### src/rtl/psac_pkg.sv
package psac_pkg;

  localparam int POS_W     = 26;
  localparam int DIFF_W    = 27;
  localparam int SPEED_W   = 16;
  localparam int INV_W     = 16;
  localparam int SEGN_W    = 5;
  localparam int SEGD_W    = 28;
  localparam int RAD_W     = 54;
  localparam int ROOT_W    = 27;
  localparam int MUL_W     = 29;
  localparam int PROD_W    = 2 * MUL_W;

  localparam int CFG_INDEX_W = 2;
  localparam int CFG_DATA_W  = 16;

  localparam logic [CFG_INDEX_W-1:0] REG_INV_STEP_TIME     = 2'd0;
  localparam logic [CFG_INDEX_W-1:0] REG_STEPS_PER_SEGMENT = 2'd1;
  localparam logic [CFG_INDEX_W-1:0] REG_INV_SEGMENT_TIME  = 2'd2;

  localparam logic [INV_W-1:0]  INV_STEP_TIME_RST     = 16'd12800;
  localparam logic [SEGN_W-1:0] STEPS_PER_SEGMENT_RST = 5'd10;
  localparam logic [INV_W-1:0]  INV_SEGMENT_TIME_RST  = 16'd1280;

  localparam int MAX_STEPS_PER_SEGMENT_DEF = 16;

  typedef enum logic [3:0] {
    ST_IDLE,
    ST_SQX,
    ST_SQY,
    ST_SUM,
    ST_ROOT,
    ST_SPD,
    ST_SPDU,
    ST_SSPD,
    ST_SSPDU,
    ST_ACC,
    ST_ACCU,
    ST_FIN
  } psac_state_t;

  typedef struct packed {
    logic             start;
    logic [RAD_W-1:0] radicand;
  } psac_sqrt_req_t;

  typedef struct packed {
    logic busy;
    logic done;
  } psac_sqrt_stat_t;

endpackage

### src/rtl/psac_in_if.sv
interface psac_in_if import psac_pkg::*; ();
  logic                     valid;
  logic                     ready;
  logic                     first_point;
  logic                     last_point;
  logic signed [POS_W-1:0]  pos_x;
  logic signed [POS_W-1:0]  pos_y;
  logic signed [SPEED_W-1:0] initial_speed;

  modport source (output valid, first_point, last_point, pos_x, pos_y, initial_speed,
                  input ready);
  modport sink   (input valid, first_point, last_point, pos_x, pos_y, initial_speed,
                  output ready);
endinterface

### src/rtl/psac_out_if.sv
interface psac_out_if import psac_pkg::*; ();
  logic                      valid;
  logic                      ready;
  logic        [SPEED_W-1:0] peak_speed;
  logic signed [SPEED_W-1:0] peak_accel;

  modport source (output valid, peak_speed, peak_accel, input ready);
  modport sink   (input valid, peak_speed, peak_accel, output ready);
endinterface

### src/rtl/psac_sqrt.sv
module psac_sqrt import psac_pkg::*; (
  input  logic                clk,
  input  logic                rst,
  input  psac_sqrt_req_t      req,
  output psac_sqrt_stat_t     stat,
  output logic [ROOT_W-1:0]   root
);

  localparam int CNT_W = $clog2(ROOT_W);

  logic [RAD_W-1:0]  rad;
  logic [SEGD_W-1:0] rem;
  logic [CNT_W-1:0]  cnt;
  logic              busy;

  logic [SEGD_W+1:0] rem_sh;
  logic [SEGD_W+1:0] trial;
  logic              fits;
  logic              last_iter;

  // one result bit per cycle, restoring
  assign rem_sh    = {rem, rad[RAD_W-1 -: 2]};
  assign trial     = {1'b0, root, 2'b01};
  assign fits      = rem_sh >= trial;
  assign last_iter = cnt == CNT_W'(ROOT_W - 1);

  always_ff @(posedge clk) begin
    if (rst) begin
      busy <= 1'b0;
      cnt  <= '0;
    end else if (req.start) begin
      busy <= 1'b1;
      cnt  <= '0;
    end else if (busy) begin
      cnt <= cnt + CNT_W'(1);
      if (last_iter) begin
        busy <= 1'b0;
      end
    end
  end

  always_ff @(posedge clk) begin
    if (req.start) begin
      rad  <= req.radicand;
      rem  <= '0;
      root <= '0;
    end else if (busy) begin
      rad <= {rad[RAD_W-3:0], 2'b00};
      if (fits) begin
        rem  <= SEGD_W'(rem_sh - trial);
        root <= {root[ROOT_W-2:0], 1'b1};
      end else begin
        rem  <= rem_sh[SEGD_W-1:0];
        root <= {root[ROOT_W-2:0], 1'b0};
      end
    end
  end

  assign stat.busy = busy;
  assign stat.done = busy && last_iter;

endmodule

### src/rtl/path_speed_accel_checker_top.sv
// Path speed and acceleration checker.
// points: one word per path point (first_point, last_point, pos_x, pos_y,
// initial_speed). result: one word (peak_speed, peak_accel) after each point
// flagged last_point, none otherwise. Both are valid/ready channels.
// cfg_we/cfg_index/cfg_data write inv_step_time (0), steps_per_segment (1)
// and inv_segment_time (2); write only while no point is in flight.
// One point is worked at a time; points.ready is low while it is busy.
// A first point starts a new path and skips the arithmetic. A later point runs
// the bit-serial square root, plus the segment speed and acceleration steps when
// it closes a segment; one shared 29x29 multiplier handles squares, speeds and acceleration.
// The result word is held in an output register; the next point is accepted
// while it waits. A last point whose result finds that register still full
// holds the block until result.ready takes the waiting word.
// Reset (rst, synchronous) restores the register defaults and clears all
// path state, as if a path had begun at (0,0) with initial speed 0.
module path_speed_accel_checker_top import psac_pkg::*; #(
  parameter int MAX_STEPS_PER_SEGMENT = MAX_STEPS_PER_SEGMENT_DEF
) (
  input  logic                   clk,
  input  logic                   rst,
  input  logic                   cfg_we,
  input  logic [CFG_INDEX_W-1:0] cfg_index,
  input  logic [CFG_DATA_W-1:0]  cfg_data,
  psac_in_if.sink                points,
  psac_out_if.source             result
);

  localparam int CW = $clog2(MAX_STEPS_PER_SEGMENT + 1);
  localparam int NW = (CW > SEGN_W) ? CW : SEGN_W;

  psac_state_t state, state_next;

  logic [INV_W-1:0]  inv_step_time;
  logic [SEGN_W-1:0] steps_per_segment;
  logic [INV_W-1:0]  inv_segment_time;

  logic signed [POS_W-1:0]   prev_x, prev_y;
  logic signed [DIFF_W-1:0]  dx, dy;
  logic                      last_r;
  logic [CW-1:0]             cnt;
  logic [SEGD_W-1:0]         segdist;
  logic signed [SPEED_W-1:0] last_seg_speed;
  logic signed [SPEED_W-1:0] seg_speed;
  logic [SPEED_W-1:0]        max_speed;
  logic signed [SPEED_W-1:0] max_accel;
  logic [RAD_W-1:0]          sq;

  logic signed [MUL_W-1:0]  mul_a, mul_b;
  logic signed [PROD_W-1:0] prod;

  psac_sqrt_req_t    sqrt_req;
  psac_sqrt_stat_t   sqrt_stat;
  logic [ROOT_W-1:0] root;

  logic                      load_out;
  logic [NW-1:0]             seg_n, cnt_inc;
  logic                      seg_hit;
  logic [SPEED_W-1:0]        spd_sat;
  logic [SEGD_W:0]           segdist_sum;
  logic signed [SPEED_W:0]   diff;
  logic signed [SPEED_W-1:0] acc_sat;

  function automatic logic [SPEED_W:0] mag17(logic signed [SPEED_W-1:0] v);
    logic [SPEED_W:0] e;
    e = {v[SPEED_W-1], v};
    return v[SPEED_W-1] ? (~e + (SPEED_W+1)'(1)) : e;
  endfunction

  psac_sqrt u_sqrt (
    .clk  (clk),
    .rst  (rst),
    .req  (sqrt_req),
    .stat (sqrt_stat),
    .root (root)
  );

  always_ff @(posedge clk) begin
    if (rst) begin
      inv_step_time     <= INV_STEP_TIME_RST;
      steps_per_segment <= STEPS_PER_SEGMENT_RST;
      inv_segment_time  <= INV_SEGMENT_TIME_RST;
    end else if (cfg_we) begin
      unique case (cfg_index)
        REG_INV_STEP_TIME:     inv_step_time     <= cfg_data[INV_W-1:0];
        REG_STEPS_PER_SEGMENT: steps_per_segment <= cfg_data[SEGN_W-1:0];
        REG_INV_SEGMENT_TIME:  inv_segment_time  <= cfg_data[INV_W-1:0];
        default: ;
      endcase
    end
  end

  // segment length clamped to 1..MAX_STEPS_PER_SEGMENT
  always_comb begin
    if (steps_per_segment == '0) begin
      seg_n = NW'(1);
    end else if (NW'(steps_per_segment) > NW'(MAX_STEPS_PER_SEGMENT)) begin
      seg_n = NW'(MAX_STEPS_PER_SEGMENT);
    end else begin
      seg_n = NW'(steps_per_segment);
    end
  end
  assign cnt_inc = NW'(cnt) + NW'(1);
  assign seg_hit = cnt_inc >= seg_n;

  assign spd_sat     = (prod[PROD_W-1:24] != '0) ? '1 : prod[23:8];
  assign segdist_sum = {1'b0, segdist} + (SEGD_W+1)'(root);
  assign diff        = {seg_speed[SPEED_W-1], seg_speed}
                     - {last_seg_speed[SPEED_W-1], last_seg_speed};

  always_comb begin
    if ((&prod[PROD_W-1:23]) || (~|prod[PROD_W-1:23])) begin
      acc_sat = prod[23:8];
    end else if (prod[PROD_W-1]) begin
      acc_sat = {1'b1, {(SPEED_W-1){1'b0}}};
    end else begin
      acc_sat = {1'b0, {(SPEED_W-1){1'b1}}};
    end
  end

  always_ff @(posedge clk) begin
    if (rst) begin
      state <= ST_IDLE;
    end else begin
      state <= state_next;
    end
  end

  always_comb begin
    state_next        = state;
    points.ready      = 1'b0;
    mul_a             = '0;
    mul_b             = '0;
    sqrt_req.start    = 1'b0;
    sqrt_req.radicand = sq + prod[RAD_W-1:0];
    load_out          = 1'b0;
    unique case (state)
      ST_IDLE: begin
        points.ready = 1'b1;
        if (points.valid) begin
          state_next = points.first_point ? ST_FIN : ST_SQX;
        end
      end
      ST_SQX: begin
        mul_a      = MUL_W'(dx);
        mul_b      = MUL_W'(dx);
        state_next = ST_SQY;
      end
      ST_SQY: begin
        mul_a      = MUL_W'(dy);
        mul_b      = MUL_W'(dy);
        state_next = ST_SUM;
      end
      ST_SUM: begin
        sqrt_req.start = 1'b1;
        state_next     = ST_ROOT;
      end
      ST_ROOT: begin
        if (sqrt_stat.done) begin
          state_next = ST_SPD;
        end
      end
      ST_SPD: begin
        mul_a      = MUL_W'($signed({1'b0, root}));
        mul_b      = MUL_W'($signed({1'b0, inv_step_time}));
        state_next = ST_SPDU;
      end
      ST_SPDU: begin
        state_next = seg_hit ? ST_SSPD : ST_FIN;
      end
      ST_SSPD: begin
        mul_a      = MUL_W'($signed({1'b0, segdist}));
        mul_b      = MUL_W'($signed({1'b0, inv_segment_time}));
        state_next = ST_SSPDU;
      end
      ST_SSPDU: begin
        state_next = ST_ACC;
      end
      ST_ACC: begin
        mul_a      = MUL_W'(diff);
        mul_b      = MUL_W'($signed({1'b0, inv_segment_time}));
        state_next = ST_ACCU;
      end
      ST_ACCU: begin
        state_next = ST_FIN;
      end
      ST_FIN: begin
        if (!last_r) begin
          state_next = ST_IDLE;
        end else if (!result.valid || result.ready) begin
          load_out   = 1'b1;
          state_next = ST_IDLE;
        end
      end
      default: state_next = ST_IDLE;
    endcase
  end

  always_ff @(posedge clk) begin
    prod <= mul_a * mul_b;
  end

  always_ff @(posedge clk) begin
    if (rst) begin
      prev_x         <= '0;
      prev_y         <= '0;
      cnt            <= '0;
      segdist        <= '0;
      last_seg_speed <= '0;
      max_speed      <= '0;
      max_accel      <= '0;
      last_r         <= 1'b0;
    end else begin
      unique case (state)
        ST_IDLE: begin
          if (points.valid) begin
            last_r <= points.last_point;
            prev_x <= points.pos_x;
            prev_y <= points.pos_y;
            dx     <= DIFF_W'(points.pos_x) - DIFF_W'(prev_x);
            dy     <= DIFF_W'(points.pos_y) - DIFF_W'(prev_y);
            if (points.first_point) begin
              cnt            <= '0;
              segdist        <= '0;
              last_seg_speed <= points.initial_speed;
              max_speed      <= '0;
              max_accel      <= '0;
            end
          end
        end
        ST_SQY: begin
          sq <= prod[RAD_W-1:0];
        end
        ST_SPDU: begin
          if (spd_sat > max_speed) begin
            max_speed <= spd_sat;
          end
          segdist <= segdist_sum[SEGD_W] ? '1 : segdist_sum[SEGD_W-1:0];
          cnt     <= seg_hit ? '0 : cnt_inc[CW-1:0];
        end
        ST_SSPDU: begin
          seg_speed <= (prod[PROD_W-1:23] != '0) ? {1'b0, {(SPEED_W-1){1'b1}}}
                                                 : prod[23:8];
        end
        ST_ACCU: begin
          if (mag17(max_accel) < mag17(acc_sat)) begin
            max_accel <= acc_sat;
          end
          segdist        <= '0;
          last_seg_speed <= seg_speed;
        end
        default: ;
      endcase
    end
  end

  always_ff @(posedge clk) begin
    if (rst) begin
      result.valid <= 1'b0;
    end else if (load_out) begin
      result.valid <= 1'b1;
    end else if (result.ready) begin
      result.valid <= 1'b0;
    end
  end

  always_ff @(posedge clk) begin
    if (load_out) begin
      result.peak_speed <= max_speed;
      result.peak_accel <= max_accel;
    end
  end

`ifndef SYNTHESIS
  a_speed_monotone: assert property (@(posedge clk) disable iff (rst)
    !(points.valid && points.ready && points.first_point)
      |=> max_speed >= $past(max_speed))
    else $error("peak speed dropped within a path");

  a_accel_monotone: assert property (@(posedge clk) disable iff (rst)
    !(points.valid && points.ready && points.first_point)
      |=> mag17(max_accel) >= mag17($past(max_accel)))
    else $error("peak acceleration magnitude dropped within a path");

  a_cnt_range: assert property (@(posedge clk) disable iff (rst)
    NW'(cnt) < NW'(MAX_STEPS_PER_SEGMENT))
    else $error("segment step count out of range");

  a_out_from_fin: assert property (@(posedge clk) disable iff (rst)
    $rose(result.valid) |-> $past(state == ST_FIN) && $past(last_r))
    else $error("result word raised outside a last point");
`endif

endmodule
### src/flat_wrapper.sv
// flat-port wrapper written by rule: the top's interface ports become plain ports
module path_speed_accel_checker_top_flat import psac_pkg::*;
#(
  parameter int MAX_STEPS_PER_SEGMENT = MAX_STEPS_PER_SEGMENT_DEF
)
  (clk, rst, cfg_we, cfg_index, cfg_data, points_valid, points_first_point, points_last_point, points_pos_x, points_pos_y, points_initial_speed, points_ready, result_valid, result_peak_speed, result_peak_accel, result_ready);
  psac_in_if points_i ();
  psac_out_if result_i ();
  input  logic clk;
  input  logic rst;
  input  logic cfg_we;
  input  logic [CFG_INDEX_W-1:0] cfg_index;
  input  logic [CFG_DATA_W-1:0] cfg_data;
  input wire logic [$bits(points_i.valid)-1:0] points_valid;
  input wire logic [$bits(points_i.first_point)-1:0] points_first_point;
  input wire logic [$bits(points_i.last_point)-1:0] points_last_point;
  input wire logic [$bits(points_i.pos_x)-1:0] points_pos_x;
  input wire logic [$bits(points_i.pos_y)-1:0] points_pos_y;
  input wire logic [$bits(points_i.initial_speed)-1:0] points_initial_speed;
  output wire logic [$bits(points_i.ready)-1:0] points_ready;
  output wire logic [$bits(result_i.valid)-1:0] result_valid;
  output wire logic [$bits(result_i.peak_speed)-1:0] result_peak_speed;
  output wire logic [$bits(result_i.peak_accel)-1:0] result_peak_accel;
  input wire logic [$bits(result_i.ready)-1:0] result_ready;
  assign points_i.valid = points_valid;
  assign points_i.first_point = points_first_point;
  assign points_i.last_point = points_last_point;
  assign points_i.pos_x = points_pos_x;
  assign points_i.pos_y = points_pos_y;
  assign points_i.initial_speed = points_initial_speed;
  assign points_ready = points_i.ready;
  assign result_valid = result_i.valid;
  assign result_peak_speed = result_i.peak_speed;
  assign result_peak_accel = result_i.peak_accel;
  assign result_i.ready = result_ready;
  path_speed_accel_checker_top #(.MAX_STEPS_PER_SEGMENT(MAX_STEPS_PER_SEGMENT)) u_core (.clk(clk), .rst(rst), .cfg_we(cfg_we), .cfg_index(cfg_index), .cfg_data(cfg_data), .points(points_i), .result(result_i));
endmodule
### config.mk
export PLATFORM = sky130hd
export DESIGN_NAME = path_speed_accel_checker_top_flat
export DESIGN_NICKNAME = d
export VERILOG_FILES = /design/src/rtl/psac_pkg.sv /design/src/rtl/psac_in_if.sv /design/src/rtl/psac_out_if.sv /design/src/rtl/psac_sqrt.sv /design/src/rtl/path_speed_accel_checker_top.sv /design/src/flat_wrapper.sv
export SDC_FILE = /design/constraint.sdc
export NUM_CORES = 2
export LEC_CHECK = 0
export BUFFER_PORTS_ARGS = -buffer_cell sky130_fd_sc_hd__buf_2
export CORE_MARGIN = 1.5
export CORE_UTILIZATION = 60
export CTS_CLUSTER_DIAMETER = 120
export DETAILED_ROUTE_END_ITERATION = 8
export GPL_TIMING_DRIVEN = 0
export PLACE_DENSITY = 0.77
export SYNTH_ARGS = -nofsm -noshare
export SYNTH_HDL_FRONTEND = slang
export SYNTH_HIERARCHICAL = 1
export SYNTH_SLANG_ARGS = --single-unit
### constraint.sdc
create_clock -name clk -period 13.4 [get_ports clk]
set_input_delay 0.67 -clock clk [delete_from_list [all_inputs] [get_ports clk]]
set_output_delay 0.67 -clock clk [all_outputs]
set_load 0.02 [all_outputs]
==> flow_summary.html <==
<table>
<tr><th>Metric</th><th>Value</th></tr>
<tr><th colspan="2">Setup path</th></tr>
<tr><td>CP Data Arrival Time</td><td>13.59 ns</td></tr>
<tr><td>Number of cells on the critical path</td><td>between 40 and 50</td></tr>
<tr><td>Critical R2R Capture</td><td>u_core/prod[57]</td></tr>
<tr><td>Crit path max fanout</td><td>10</td></tr>
<tr><td>Sort of element at the end of the critical path</td><td>register</td></tr>
<tr><td>Kind of cell with the highest combined delay on the critical path</td><td>adder cells</td></tr>
<tr><td>CP startpoint kind</td><td>register</td></tr>
<tr><td>Crit path to</td><td>u_core/prod[57]</td></tr>
<tr><td>Beginning of the critical path</td><td>u_core/seg_speed[0]</td></tr>
<tr><td>Total buffers and inverters traversed by the critical path</td><td>10</td></tr>
<tr><td>R2R Setup Slk</td><td>~0.28 ns</td></tr>
<tr><td>Worst Setup Path Type</td><td>register to register</td></tr>
<tr><td>Worst path required time</td><td>approximately 14 ns</td></tr>
<tr><td>Highest cell delay on the worst timing path</td><td>between 0.9 and 1 ns</td></tr>
<tr><td>Critical path's slowest cell</td><td>clkbuf_1</td></tr>
<tr><td>Worst path most repeated cell</td><td>fa_1</td></tr>
<tr><td>Reg2reg start</td><td>u_core/seg_speed[0]</td></tr>
<tr><td>Depth of the worst register-to-register path</td><td>41</td></tr>
<tr><th colspan="2">Hold path</th></tr>
<tr><td>Worst hold-check path type</td><td>input pin to register</td></tr>
<tr><td>Cells on Worst Hold Path</td><td>3</td></tr>
<tr><th colspan="2">Synthesis</th></tr>
<tr><td>Instance count of the mapped netlist</td><td>around 6,400</td></tr>
<tr><td>Mapped Area</td><td>0.0586 sq mm</td></tr>
<tr><td>Mapped Avg Cell Area</td><td>roughly 9.2 sq um</td></tr>
<tr><td>Number of warnings reported in the yosys synthesis log</td><td>6</td></tr>
<tr><th colspan="2">Power and ir drop</th></tr>
<tr><td>Static leakage</td><td>29.0 nW</td></tr>
<tr><td>Power share of the clock group</td><td>0.109</td></tr>
<tr><td>Net switching power figure</td><td>roughly 0.0082 W</td></tr>
<tr><td>Pwr dens</td><td>between 200 and 250 mW/mm^2</td></tr>
<tr><td>Total power</td><td>about 0.016 W</td></tr>
<tr><td>Switching Fraction</td><td>0.522</td></tr>
<tr><td>Peak supply drop</td><td>just over 400 uV</td></tr>
<tr><td>Internal power</td><td>between 0.007 and 0.008 W</td></tr>
<tr><td>Power share of the combinational group</td><td>0.748</td></tr>
<tr><td>Share of total power in sequential cells</td><td>0.143</td></tr>
<tr><th colspan="2">Clock tree</th></tr>
<tr><td>CTS tree</td><td>built</td></tr>
<tr><td>Sink Count</td><td>about 500</td></tr>
<tr><td>Root Driver</td><td>clkbuf_16</td></tr>
<tr><td>Source-to-sink clock delay at the later pin of the worst-skew pair</td><td>0.68 ns</td></tr>
<tr><td>Deepest level of the CTS H-tree</td><td>2</td></tr>
<tr><td>Cts bufs inserted</td><td>57</td></tr>
<tr><td>Maximum number of buffers from clock root to sink</td><td>3</td></tr>
<tr><td>Post-cts hold buffer count</td><td>0</td></tr>
<tr><td>Clock transition time at the flip-flop clock pins of the worst setup and hold paths</td><td>0.06 ns</td></tr>
<tr><th colspan="2">Die</th></tr>
<tr><td>Die outline area</td><td>~0.1 sq mm</td></tr>
<tr><td>Horiz. Die Dim</td><td>between 300 and 400 microns</td></tr>
<tr><td>Number of primary I/O pins</td><td>127</td></tr>
<tr><td>Starting density of the core</td><td>0.606</td></tr>
<tr><td>Core region area</td><td>around 0.097 sq mm</td></tr>
<tr><td>Cell row count</td><td>~110</td></tr>
<tr><td>Vert. Die Dim</td><td>roughly 320 microns</td></tr>
<tr><th colspan="2">Timing</th></tr>
<tr><td>Period minus WS final</td><td>around 13 ns</td></tr>
<tr><td>Maximum achievable frequency</td><td>76.2 MHz</td></tr>
<tr><td>Transition at the pin with the smallest max-transition slack</td><td>approximately 1.6 ns</td></tr>
<tr><td>TNS Setup</td><td>0 ns</td></tr>
<tr><td>Setup violation total in the final timing report</td><td>0</td></tr>
<tr><td>Number of endpoints with negative hold slack in the final report</td><td>0</td></tr>
<tr><td>Minimum setup slack in the final design</td><td>between 0.2 and 0.3 ns</td></tr>
<tr><td>Tightest slew margin relative to the limit</td><td>-0.0593</td></tr>
<tr><td>Final critical-path share of the clock period</td><td>0.979</td></tr>
<tr><td>Largest clock skew in the final design</td><td>0.0356 ns</td></tr>
<tr><td>Unrepaired setup endpoints after global routing</td><td>false</td></tr>
<tr><td>Pins Over Slew Limit</td><td>18</td></tr>
<tr><th colspan="2">Cells and area</th></tr>
<tr><td>Highest-count cells in the layout ignoring fill and taps</td><td>1,097 x inv_1, 898 x fa_1, 721 x nand2_1</td></tr>
<tr><td>Number of non-filler instances in the completed layout</td><td>a little under 8,000</td></tr>
<tr><td>Area added between synthesis and finish</td><td>7.78%</td></tr>
<tr><td>Most frequent standard cell in the layout excluding fill and tap cells</td><td>inv_1</td></tr>
<tr><td>Area of the multi-input gates</td><td>just over 0.04 sq mm</td></tr>
<tr><td>Sequential cell area</td><td>approximately 0.012 sq mm</td></tr>
<tr><td>Share of layout cells above drive strength 1</td><td>0.0616</td></tr>
<tr><td>Final nets</td><td>roughly 8,000</td></tr>
<tr><td>Filler instances</td><td>8,019</td></tr>
<tr><th colspan="2">GRT</th></tr>
<tr><td>Vias in the first global route</td><td>slightly below 50,000</td></tr>
<tr><td>Wire length of the first global-routing pass</td><td>282,000 microns</td></tr>
<tr><td>Initial antenna violation count</td><td>16</td></tr>
<tr><td>Global route overflow</td><td>0</td></tr>
<tr><td>Combined global-route utilization of all metal layers</td><td>0.380</td></tr>
<tr><td>Maximum number of pins on one net before global-route repair</td><td>39</td></tr>
<tr><th colspan="2">Routing</th></tr>
<tr><td>Total via count in the routed design</td><td>~48,000</td></tr>
<tr><td>Wire length reported by the detailed router</td><td>approximately 180,000 microns</td></tr>
<tr><td>Count of TritonRoute iterations in the first routing pass</td><td>6</td></tr>
<tr><td>DRC errors left</td><td>0</td></tr>
<tr><td>Average detailed-routed wire length per instance</td><td>around 23 microns</td></tr>
<tr><td>Antenna viol nets, final</td><td>0</td></tr>
<tr><td>Number of DRC markers in iteration 0</td><td>4,866</td></tr>
<tr><td>Average via count per standard cell</td><td>~6.0</td></tr>
<tr><th colspan="2">Placement</th></tr>
<tr><td>Detailed placer's ending HPWL</td><td>between 100,000 and 150,000 microns</td></tr>
<tr><td>Number of port buffers</td><td>between 100 and 150</td></tr>
<tr><td>Cells after DPL</td><td>7,822</td></tr>
<tr><td>Minimum setup slack after placement</td><td>about 0.21 ns</td></tr>
<tr><td>Placer Congestion</td><td>between 1 and 1.5</td></tr>
<tr><th colspan="2">Run status</th></tr>
<tr><td>Result of the run</td><td>complete, but fails checks</td></tr>
<tr><td>Failing checks</td><td>capacitance limit, slew limit</td></tr>
<tr><th colspan="2">Run</th></tr>
<tr><td>Max cap viols</td><td>2</td></tr>
</table>
[cell type report]
type / instances / share of cell area
flip-flops and latches: 505 / 0.193
multi-input cells: 4536 / 0.653
diodes: 6 / 0.000238
clock inverters: 40 / 0.00795
clock buffers: 68 / 0.0248
well taps: 1276 / 0.0253
plain buffers: 256 / 0.0164
repair buffers: 145 / 0.0127
inverters: 1106 / 0.0658
[worst reg2reg max path, delay by kind of cell (launching register included)]
family	cells	cell delay (ns)
and+or+nand+nor	5	1.12
adders and majority gates	11	5.22
buffers and inverters	10	2.25
xor gates and xnor gates	1	0.65
DFF	1	0.38
AOI/OAI and AO/OA	14	3.30
[sequential cells by signal, summed over array words and instances, names as in the netlist, 4 cells and up]
| signal | flops |
|---|---|
| u_core/cnt | 5 |
| u_core/dx | 27 |
| u_core/dy | 27 |
| u_core/inv_segment_time | 16 |
| u_core/inv_step_time | 16 |
| u_core/last_seg_speed | 16 |
| u_core/max_accel | 16 |
| u_core/max_speed | 16 |
| u_core/prev_x | 26 |
| u_core/prev_y | 26 |
| u_core/prod | 58 |
| u_core/result.peak_accel | 16 |
| u_core/result.peak_speed | 16 |
| u_core/seg_speed | 16 |
| u_core/segdist | 28 |
| u_core/sq | 54 |
| u_core/state | 4 |
| u_core/steps_per_segment | 5 |
| u_core/u_sqrt/cnt | 5 |
| u_core/u_sqrt/rad | 54 |
| u_core/u_sqrt/rem | 28 |
| u_core/u_sqrt/root | 27 |
[stage by stage]
step	instance area, sq um	hold WS (ns)	util
2_1_floorplan	58600	0.408	-
3_3_place_gp	60800	0.413	0.629
3_5_place_dp	61000	0.421	0.631
4_1_cts	63100	0.211	0.652
5_1_grt	63100	0.249	0.653
6_report	63100	0.232	0.653
[power by group through the flow]
stage | logic [W] | clock network, W | registers [W]
finish | 0.0117 | 0.00170 | 0.00225
global route | 0.0131 | 0.00179 | 0.00227
CTS | 0.0116 | 0.00172 | 0.00224
detailed placement | 0.0115 | 0 | 0.00227
global placement | 0.0111 | 0 | 0.00227
floorplan | 0.00851 | 0 | 0.00215
[worst min-delay path by stage]
stage	start	to	slack, ns
CTS	points_pos_y[0]	u_core/prev_y[0]	0.21
detailed placement	u_core/max_speed[7]	u_core/result.peak_speed[7]	0.42
floorplan	u_core/max_speed[10]	u_core/result.peak_speed[10]	0.41
finish	cfg_data[9]	u_core/inv_step_time[9]	0.23
global placement	u_core/max_speed[11]	u_core/result.peak_speed[11]	0.41
global route	points_pos_x[2]	u_core/prev_x[2]	0.25
[per-layer routing]
metal	routed length (microns)	global-route usage
met1	70500	0.488
met2	80700	0.581
met3	20600	0.102
met4	13000	0.220
met5	158	0.00473
[timing repair]
action | in CTS | in global routing
setup buffers | 0 | 0
resized for setup | 0 | 4
endpoints found under the setup margin | 0 | 6
No activity file was read; power rests on OpenSTA's default activity.
